### src/sv/stes_pkg.sv
// ----------------------------------------------------------------------------
// stes_pkg
// Shared types and codes for the score table with exchange sort.
// ----------------------------------------------------------------------------
package stes_pkg;

	localparam int DEFAULT_CAPACITY = 16;
	localparam int SCORE_W          = 16;
	localparam int TAG_W            = 16;
	localparam int RANK_W           = 4;

	// One table entry as held in the entry memory
	typedef struct packed {
		logic [SCORE_W-1:0] score;
		logic [TAG_W-1:0]   tag;
	} entry_t;

	// Input opcodes
	localparam logic OP_APPEND = 1'b0;
	localparam logic OP_LIST   = 1'b1;

	// Result kinds
	typedef enum logic [1:0] {
		KIND_APPENDED = 2'd0,
		KIND_REFUSED  = 2'd1,
		KIND_LISTED   = 2'd2,
		KIND_EMPTY    = 2'd3
	} kind_t;

	// Controller states
	typedef enum logic [2:0] {
		S_IDLE,
		S_GET_I,
		S_CMP,
		S_WB_I,
		S_LIST
	} state_t;

endpackage

### src/sv/stes_ram.sv
// ----------------------------------------------------------------------------
// stes_ram
// Entry memory: one write port, one read port, registered read data.
// ----------------------------------------------------------------------------
module stes_ram import stes_pkg::*; #(
	parameter int DEPTH  = DEFAULT_CAPACITY,
	parameter int ADDR_W = (DEPTH > 1) ? $clog2(DEPTH) : 1
) (
	input  logic              clk,
	input  logic              we,
	input  logic [ADDR_W-1:0] waddr,
	input  entry_t            wdata,
	input  logic              re,
	input  logic [ADDR_W-1:0] raddr,
	output entry_t            rdata
);

	entry_t mem_q [DEPTH];
	entry_t rdata_s1;

	// Write port
	always_ff @(posedge clk) begin
		if (we) begin
			mem_q[waddr] <= wdata;
		end
	end

	// Read port, registered read data
	always_ff @(posedge clk) begin
		if (re) begin
			rdata_s1 <= mem_q[raddr];
		end
	end

	assign rdata = rdata_s1;

endmodule

### src/sv/score_table_exchange_sort.sv
// ----------------------------------------------------------------------------
// score_table_exchange_sort
// Score table with append, in-place descending exchange sort and listing.
// ----------------------------------------------------------------------------
// Usage:
//   An input beat (opcode, score, entry_tag) is taken at a rising edge with
//   start high and busy low. Results leave on kind, score_out, tag_out, rank
//   and last, marked by valid for exactly one cycle; the receiver cannot
//   stall, so every result is taken in the cycle it is shown.
//   Append: one result (appended or refused when full) the cycle after the
//   beat; busy stays low, so appends may be issued every cycle.
//   List of an empty table: one result the cycle after the beat.
//   List of n entries: the sort walks the entry memory through its single
//   read port, one compare per cycle. Pass i loads entry i, makes n-1-i
//   compares against the entries above it and writes entry i back. After
//   the sort, n list reads follow, one per cycle; the last read's data passes
//   the memory read register and the result register before it is shown.
//   busy is high throughout and drops in the cycle the last result is shown.
//   Reset clears the entry count and the controller; the entry memory is
//   not cleared, since only entries below the count are ever read.
// ----------------------------------------------------------------------------
module score_table_exchange_sort import stes_pkg::*; #(
	parameter int CAPACITY = DEFAULT_CAPACITY
) (
	input  logic               clk,
	input  logic               arst_n,
	input  logic               start,
	output logic               busy,
	input  logic               opcode,
	input  logic [SCORE_W-1:0] score,
	input  logic [TAG_W-1:0]   entry_tag,
	output logic               valid,
	output logic [1:0]         kind,
	output logic [SCORE_W-1:0] score_out,
	output logic [TAG_W-1:0]   tag_out,
	output logic [RANK_W-1:0]  rank,
	output logic               last
);

	localparam int IW = (CAPACITY > 1) ? $clog2(CAPACITY) : 1;
	localparam int CW = $clog2(CAPACITY + 1);
	localparam logic [CW-1:0] CAP_C = CW'(CAPACITY);

	state_t            state_q, state_d;
	logic [CW-1:0]     count_q;
	logic [IW-1:0]     i_q, j_q, k_q;
	entry_t            cur_q;
	logic              pend_s1, last_s1;
	logic [IW-1:0]     rank_s1;
	logic              valid_q, last_q;
	kind_t             kind_q;
	logic [SCORE_W-1:0] score_q;
	logic [TAG_W-1:0]  tag_q;
	logic [RANK_W-1:0] rank_q;

	logic              ram_we, ram_re;
	logic [IW-1:0]     ram_waddr, ram_raddr;
	entry_t            ram_wdata, ram_rdata;

	logic              accept;
	logic              swap;
	logic [CW-1:0]     j_next, i_next2, k_next;
	logic [IW+RANK_W-1:0] rank_ext;

	assign accept  = start && !busy;
	assign swap    = ram_rdata.score > cur_q.score;
	assign j_next  = CW'(j_q) + CW'(1);
	assign i_next2 = CW'(i_q) + CW'(2);
	assign k_next  = CW'(k_q) + CW'(1);
	assign rank_ext = {{RANK_W{1'b0}}, rank_s1};

	stes_ram #(
		.DEPTH (CAPACITY),
		.ADDR_W(IW)
	) u_ram (
		.clk  (clk),
		.we   (ram_we),
		.waddr(ram_waddr),
		.wdata(ram_wdata),
		.re   (ram_re),
		.raddr(ram_raddr),
		.rdata(ram_rdata)
	);

	// Hold the controller state
	always_ff @(posedge clk or negedge arst_n) begin
		if (!arst_n) begin
			state_q <= S_IDLE;
		end else begin
			state_q <= state_d;
		end
	end

	// Next state and memory port control
	always_comb begin
		state_d   = state_q;
		ram_we    = 1'b0;
		ram_waddr = '0;
		ram_wdata = cur_q;
		ram_re    = 1'b0;
		ram_raddr = '0;
		unique case (state_q)
			S_IDLE: begin
				if (accept) begin
					if (opcode == OP_APPEND) begin
						if (count_q < CAP_C) begin
							ram_we    = 1'b1;
							ram_waddr = count_q[IW-1:0];
							ram_wdata = '{score: score, tag: entry_tag};
						end
					end else if (count_q >= CW'(2)) begin
						ram_re  = 1'b1;
						state_d = S_GET_I;
					end else if (count_q == CW'(1)) begin
						state_d = S_LIST;
					end
				end
			end
			S_GET_I: begin
				ram_re    = 1'b1;
				ram_raddr = i_q + IW'(1);
				state_d   = S_CMP;
			end
			S_CMP: begin
				if (swap) begin
					ram_we    = 1'b1;
					ram_waddr = j_q;
				end
				if (j_next < count_q) begin
					ram_re    = 1'b1;
					ram_raddr = j_next[IW-1:0];
				end else begin
					state_d = S_WB_I;
				end
			end
			S_WB_I: begin
				ram_we    = 1'b1;
				ram_waddr = i_q;
				if (i_next2 < count_q) begin
					ram_re    = 1'b1;
					ram_raddr = i_q + IW'(1);
					state_d   = S_GET_I;
				end else begin
					state_d = S_LIST;
				end
			end
			S_LIST: begin
				ram_re    = 1'b1;
				ram_raddr = k_q;
				if (k_next == count_q) begin
					state_d = S_IDLE;
				end
			end
			default: begin
				state_d = S_IDLE;
			end
		endcase
	end

	// Advance count and loop indices
	always_ff @(posedge clk or negedge arst_n) begin
		if (!arst_n) begin
			count_q <= '0;
			i_q     <= '0;
			j_q     <= '0;
			k_q     <= '0;
			pend_s1 <= 1'b0;
		end else begin
			pend_s1 <= (state_q == S_LIST);
			unique case (state_q)
				S_IDLE: begin
					if (accept) begin
						if (opcode == OP_APPEND && count_q < CAP_C) begin
							count_q <= count_q + CW'(1);
						end
						i_q <= '0;
						k_q <= '0;
					end
				end
				S_GET_I: begin
					j_q <= i_q + IW'(1);
				end
				S_CMP: begin
					j_q <= j_next[IW-1:0];
				end
				S_WB_I: begin
					i_q <= i_q + IW'(1);
				end
				S_LIST: begin
					k_q <= k_next[IW-1:0];
				end
				default: begin
				end
			endcase
		end
	end

	// Hold the entry under pass i; take the larger one on a swap
	always_ff @(posedge clk) begin
		if (state_q == S_GET_I || (state_q == S_CMP && swap)) begin
			cur_q <= ram_rdata;
		end
		if (state_q == S_LIST) begin
			rank_s1 <= k_q;
			last_s1 <= (k_next == count_q);
		end
	end

	// Result strobe
	always_ff @(posedge clk or negedge arst_n) begin
		if (!arst_n) begin
			valid_q <= 1'b0;
		end else begin
			valid_q <= pend_s1 ||
				(accept && (opcode == OP_APPEND || count_q == '0));
		end
	end

	// Result payload
	always_ff @(posedge clk) begin
		if (pend_s1) begin
			kind_q  <= KIND_LISTED;
			score_q <= ram_rdata.score;
			tag_q   <= ram_rdata.tag;
			rank_q  <= rank_ext[RANK_W-1:0];
			last_q  <= last_s1;
		end else if (accept) begin
			if (opcode == OP_APPEND) begin
				kind_q <= (count_q < CAP_C) ? KIND_APPENDED : KIND_REFUSED;
			end else begin
				kind_q <= KIND_EMPTY;
			end
			score_q <= '0;
			tag_q   <= '0;
			rank_q  <= '0;
			last_q  <= 1'b1;
		end
	end

	assign busy      = (state_q != S_IDLE) || pend_s1;
	assign valid     = valid_q;
	assign kind      = kind_q;
	assign score_out = score_q;
	assign tag_out   = tag_q;
	assign rank      = rank_q;
	assign last      = last_q;

	// The table never holds more than its capacity
	a_count_bound: assert property (@(posedge clk) disable iff (!arst_n)
		count_q <= CAP_C)
		else $error("entry count above capacity");

	// Compares always look above the entry under pass i
	a_cmp_order: assert property (@(posedge clk) disable iff (!arst_n)
		state_q == S_CMP |-> j_q > i_q)
		else $error("compare index not above pass index");

	// A write and a read never hit the same entry in one cycle
	a_no_overlap: assert property (@(posedge clk) disable iff (!arst_n)
		(ram_we && ram_re) |-> ram_waddr != ram_raddr)
		else $error("read and write on the same entry");

	// Listing of an empty table gives one final empty result
	a_empty: assert property (@(posedge clk) disable iff (!arst_n)
		(accept && opcode == OP_LIST && count_q == '0) |=>
		(valid_q && kind_q == KIND_EMPTY && last_q))
		else $error("empty list result missing");

	// Listed entries leave back to back until the last
	a_list_run: assert property (@(posedge clk) disable iff (!arst_n)
		(valid_q && kind_q == KIND_LISTED && !last_q) |=>
		(valid_q && kind_q == KIND_LISTED))
		else $error("gap in listed results");

endmodule
### config.mk
export PLATFORM = sky130hd
export DESIGN_NAME = score_table_exchange_sort
export DESIGN_NICKNAME = d
export VERILOG_FILES = /design/src/sv/stes_pkg.sv /design/src/sv/stes_ram.sv /design/src/sv/score_table_exchange_sort.sv
export SDC_FILE = /design/constraint.sdc
export NUM_CORES = 1
export LEC_CHECK = 0
export ABC_AREA = 1
export BUFFER_PORTS_ARGS = -buffer_cell sky130_fd_sc_hd__buf_4
export CORE_MARGIN = 4
export CORE_UTILIZATION = 59
export CTS_CLUSTER_SIZE = 40
export DETAILED_ROUTE_END_ITERATION = 10
export PLACE_DENSITY = 0.76
export SYNTH_ARGS = -nofsm -noshare
export SYNTH_HDL_FRONTEND = slang
export SYNTH_SLANG_ARGS = --single-unit
### constraint.sdc
create_clock -name clk -period 4.09 [get_ports clk]
set_input_delay 0.818 -clock clk [delete_from_list [all_inputs] [get_ports clk]]
set_output_delay 0.818 -clock clk [all_outputs]
set_load 0.01 [all_outputs]
======== After elaboration in Yosys (flattened, before gate mapping) ========
Memory sizes are Yosys's and may differ from the RTL's. A register that Yosys moved wholly into a read port is not among the register bits.
Index checks and enable logic that the tools add are counted.
storage, ports and cells
  register bits ........................... 98
  input port bits ......................... 36
  memory bits (writable) .................. 512
  memories ................................ 1
cells by class
  bitwise gates (word level) .............. 1
  $add $sub $neg .......................... 5
  order comparisons ....................... 5
  reductions and logical operators ........ 21
  eq/ne operators ......................... 11
  mux-type cells .......................... 45
memories
  memory       depth  bits a word  read ports  clocked after memory_dff  write ports  RTL line        text
  u_ram.mem_q  16     32           1           1                         1            stes_ram.sv:18  entry_t mem_q [DEPTH];
operators by type and width
  kind                                                                count
  two-way mux 32 bit                                                  4
  two-way mux 16 bit                                                  3
  two-way mux 4 bit                                                   8
  case mux 4 bit (2 select lines)                                     3
  two-way mux 3 bit                                                   7
  > comparator 16 bit                                                 1
  case mux 4 bit (4 select lines)                                     1
  case mux 3 bit (5 select lines)                                     1
  two-way mux 1 bit                                                   14
  case mux 4 bit (3 select lines)                                     1
  adder 4 x 1 -> 5 bit (second input constant)                        2
  < comparator 5 bit                                                  2
  inequality test 2 bit (second input constant)                       4
  nonzero test 2 bit                                                  4
  equality test 3 x 2 -> 1 bit (second input constant)                2
  adder 4 x 2 -> 5 bit (second input constant)                        1
  adder 5 x 1 -> 5 bit (second input constant)                        1
  equality test 5 x 1 -> 1 bit (second input constant)                1
  equality test 5 bit                                                 1
  greater-or-equal comparator 5 x 2 -> 1 bit (second input constant)  1
  logical NOT 5 bit                                                   1
  < comparator 5 bit (second input constant)                          1
  AND reduction 5 bit                                                 1
  adder 4 x 1 -> 4 bit (second input constant)                        1
  15 further kinds                                                    22

======== Depth between registers and ports, before layout ========
  word-level depth ........................ 8
  depth in mapped cells ................... 18

======== Hierarchy ========
A second synthesis with hierarchy kept.
second synthesis, totals
  cells, all modules ...................... 2661
  area, all modules ....................... 28129.5 µm²
by module, submodules not included
  module                     times used  area each (µm²)  sequential area each (µm²)  cells an instance
  stes_ram                   1           23050.9          16335.7                     2120
  score_table_exchange_sort  1           5078.6           2812.7                      541

======== Least setup slack after synthesis ========
OpenSTA, ideal clock, no wires.
  path kind ............................... input port to flip-flop
  start point ............................. input port start
  end point ............................... memory u_ram.mem_q[1][0] in the netlist's numbering, enable pin
  required time ........................... 3.669 ns
  setup slack ............................. 0.652 ns
  arrival ................................. 3.017 ns
  cell stages on the path ................. 7
  path through ............................ nand3_2 > nor3_1 > buf_2 > nand2_1 > nand3_1 > nand2_1 > nor2_1
between the ends
  cells in the longest elaborated chain, start to end .. 5
  elaborated cells between the ends (all ways) .. 7
  classes of those cells .................. 6 x mux; 1 x reduce/logical
ends and longest elaborated chain
  item                                     RTL line                          text
  start, declared                          score_table_exchange_sort.sv:27   input logic start,
  logical AND 1 bit *                      score_table_exchange_sort.sv:65   assign accept = start && !busy;
  two-way mux 1 bit                        score_table_exchange_sort.sv:104  if (accept) begin
  case mux 1 bit (3 select lines)          score_table_exchange_sort.sv:102  unique case (state_q)
  two-way mux 1 bit                        stes_ram.sv:23                    if (we) begin
  two-way mux 1 bit (implied by the code)  stes_ram.sv:24                    mem_q[waddr] <= wdata;
  end, declared                            stes_ram.sv:18
Mark *: on every way between the ends. The rest lies on a longest branch, timed or not.

======== Worst setup path in the final report ========
  start point ............................. register i_q[1]
  end point ............................... register, netlist name u_ram.rdata[27]
between the ends
  cells in the longest elaborated chain, start to end .. 4
  elaborated cells between the ends (all ways) .. 7
  classes of those cells .................. 2 x add/sub; 1 x order compare; 4 x mux
ends and longest elaborated chain
  item                                                                                RTL line                          text
  start, declared                                                                     score_table_exchange_sort.sv:46   logic [IW-1:0] i_q, j_q, k_q;
  start signal, assigned                                                              score_table_exchange_sort.sv:187  i_q <= i_q + IW'(1);
  adder 4 x 2 -> 5 bit                                                                score_table_exchange_sort.sv:68   assign i_next2 = CW'(i_q) + CW'(2);
  < comparator 5 bit                                                                  score_table_exchange_sort.sv:139  if (i_next2 < count_q) begin
  two-way mux 4 bit or two-way mux 1 bit (tied branches)                              score_table_exchange_sort.sv:139
  case mux 4 bit (4 select lines) or case mux 1 bit (4 select lines) (tied branches)  score_table_exchange_sort.sv:102
Parallel ways exist; a longest one is shown, timed or not.
A chain may end at the register's enable or synchronous reset.

==> flow_metrics.tcl <==
set metrics [dict create \
    status "completed" \
    clock.fmax_mhz 267 \
    grt_pass1_vias 18800 \
    cts_tree "yes" \
    layout-drive-gt1-share_pct 11.1 \
    p_per_area_mw_per_mm2 407 \
    path_max_fanout 64 \
    cts.repair.resized 0 \
    irDropWorstVdd_uv 367 \
    grt_antenna_before_repair 1 \
    core_area_mm2 0.0455 \
    drc 0 \
    dpl.hpwl_um 36200 \
    clk_pin_slew_ns 0.06 \
    critical_path_class "register to register" \
    place_area_mm2 0.0289 \
    grt_pass1_wl_um 109000 \
    syn-num-nets 2394 \
    dp.cells 2897 \
    io_buffer_count 76 \
    worst_slew_pin_slew_ns 1.05 \
    cts_root_buffer "clkbuf_16" \
    grt_max_degree 200 \
    synthCells 2326 \
    rows 78 \
    h-tree-depth 2 \
    min_period_over_period_pct 91.7 \
    final_util_pct 67.8 \
    max_cap_viol_count 0 \
    cts_setup_buffers 0 \
    min_period_ns 3.75 \
    clkLatencyLatePin_ns 0.64 \
    fin_area_mm2 0.0308 \
    critPathLaunchType "register" \
    synth_edf_count 618 \
    p_sw_share_pct 19.1 \
    fill_cells 3113 \
    drt_iter0_markers 2950 \
    area_growth_pct 13.0 \
    hold_ws_ns 0.0634 \
    intPower_mw 10.2 \
    seqPwrFrac_pct 56.5 \
    slew_viol_final 0 \
    r2r_start "i_q[1]" \
    p_leak_nw 10.9 \
    syn_area_mm2 0.0273 \
    ys_types 40 \
    hold_viol 0 \
    die_area_mm2 0.0497 \
    slew_headroom_pct 30.3 \
    routabilityCongestion 0.851 \
    syn_avg_cell_area_um2 11.7 \
    ys_seq_elements 642 \
    start_util_pct 59.9 \
    setup-tns-final_ns 0 \
    fin_skew_ns 0.0163 \
    rsz0062_at_grt "no" \
    clock_sinks 642 \
    cts_hold_buf 0 \
    die_h_um 223 \
    grt_util_all_layers_pct 28.3 \
    cp.required_ns 4.56 \
    clockBufferDepth 3 \
    final_cells 3011 \
    hp-class "input pin to asynchronous set/reset pin" \
    antenna_left 0 \
    synth-main-ff-cell "edfxtp_1" \
    ys_seq_area_share_pct 70.2 \
    die_x_um 223 \
    clockPowerShare_pct 43.2 \
    nNetsFinal 2428 \
    io_pins 77 \
    vias 19200 \
    wire_per_inst_um 24.0 \
    via_per_inst 6.38 \
    wirelength_um 72100 \
    synth-async-reset-ratio_pct 3.43 \
    diodes 0 \
    cts_buffers 61 \
    arrival_ns 4.22 \
    grt_overflow_total 0 \
    synth-warning-count 0 \
    setup_viol 0 \
    switchingPower_mw 2.40 \
    cp-end-kind "register" \
    drt-pass1-iter-count 8 \
    cp-startpoint "i_q[1]" \
    combPwrFrac_pct 0.3 \
]
==> per-stage QoR <==
step                total power [mW]  setup WS, ns
floorplan                       7.23         0.652
global placement                7.27         0.570
detailed placement              7.27         0.443
CTS                             12.6         0.418
global route                    12.9         0.117
finish                          12.6         0.340
==> Yosys cell counts, types with 3 or more instances <==
cell	number	area share (%)
edfxtp_1	618	68
nand2_1	586	8.1
nand3_1	403	7.4
nand4_1	262	6.0
inv_1	94	1.3
clkbuf_1	69	0.95
buf_2	61	1.1
nor2_1	38	0.52
buf_1	36	0.50
ha_1	32	1.5
o21ai_0	24	0.44
dfrtp_1	22	2.0
a21oi_1	16	0.29
xor2_1	12	0.39
inv_2	7	0.096
a22oi_1	4	0.11
buf_4	4	0.11
nand3_2	4	0.15
nor3_1	4	0.073
o22ai_1	3	0.069
==> final timing paths <==
kind / cells past startpoint / endpoint / slack (ns)
max: 15 / u_ram.rdata[27] / 0.34
min: 1 / valid / 0.06
max reg2reg: 15 / u_ram.rdata[27] / 0.34
min reg2reg: 0 / cur_q[5] / 0.45
max in group asynchronous: 1 / count_q[3] / 3.78
min in group clk: 0 / cur_q[5] / 0.45
==> cell type report <==
type / count / area, um^2 / area share [%]
clock inverter: 36 / 289 / 0.938
tap: 600 / 751 / 2.44
clock buffer: 78 / 1620 / 5.26
timing repair buffer: 142 / 1430 / 4.64
inverter: 101 / 384 / 1.25
sequential: 642 / 19100 / 62.1
multi-input combinational: 1412 / 7200 / 23.4
==> kinds of logic after synthesis <==
family / after synthesis / synth area share [%]
buf+inv: 272 / 4.08
fa+ha+maj: 32 / 1.47
xor+xnor: 14 / 0.450
simple gates: 1308 / 22.5
flops: 642 / 70.2
compound gates: 58 / 1.23
==> state kept, by name, indices dropped and copies added (netlist names), 3 cells and up <==
register,flops
u_ram.mem_q,512
cur_q,32
u_ram.rdata,32
score_out,16
tag_out,16
count_q,5
i_q,4
j_q,4
k_q,4
rank,4
rank_s1,4
state_q,3
==> cell usage in the layout, fill, tap and decap left out, types with 2 or more instances in the layout <==
master     synthesis  final
edfxtp_1         618    618
nand2_1          586    584
nand3_1          403    403
nand4_1          262    262
buf_4              4    113
inv_1             94     94
clkbuf_16          0     61
ha_1              32     32
buf_12             0     29
o21ai_0           24     24
dfrtp_1           22     22
nor2_1            38     21
nor2_4             1     18
a21oi_1           16     16
clkbuf_1          69     14
clkinv_2           0     14
clkinv_1           0     14
xor2_1            12     12
inv_2              7      6
a22oi_1            4      4
bufinv_16          0      4
nor3_1             4      3
nand3_4            0      3
inv_6              0      3
o22ai_1            3      3
clkbuf_8           0      3
and3_1             2      2
nor2_2             2      2
nor3_2             1      2
nand2_2            1      2
xnor2_1            2      2
o21ai_4            0      2
o211ai_1           2      2
nand3b_1           2      2
dfxtp_1            2      2
==> routing by layer <==
metal	share of wire [%]	global-route usage, %	wire (um)
met3	12	5.62	8450
met4	3.9	11.9	2840
met5	0	0	0
met1	37	38.3	26500
met2	48	45.4	34300
==> critical path, cell delays in order, from the launching register on <==
cell and delay, ns:
dfrtp_1 0.41, ha_1 0.24, xor2_1 0.16, ha_1 0.28, nand2_1 0.08, inv_1 0.04
a21oi_1 0.36, nand3_1 0.28, nand2_1 0.16, inv_2 0.08, o21ai_4 0.14, buf_4 0.76
nand3_1 0.19, nand2_1 0.11, nand2_1 0.05, nand2_1 0.17
==> power by group through the flow <==
stage / Clock [mW] / Combinational, mW / Sequential [mW]
floorplan: 0 / 0.000309 / 7.23
finish: 5.43 / 0.0316 / 7.10
detailed placement: 0 / 0.0318 / 7.23
global route: 5.76 / 0.0344 / 7.09
CTS: 5.48 / 0.0321 / 7.10
global placement: 0 / 0.0313 / 7.23
No activity file was read; power rests on OpenSTA's default activity.
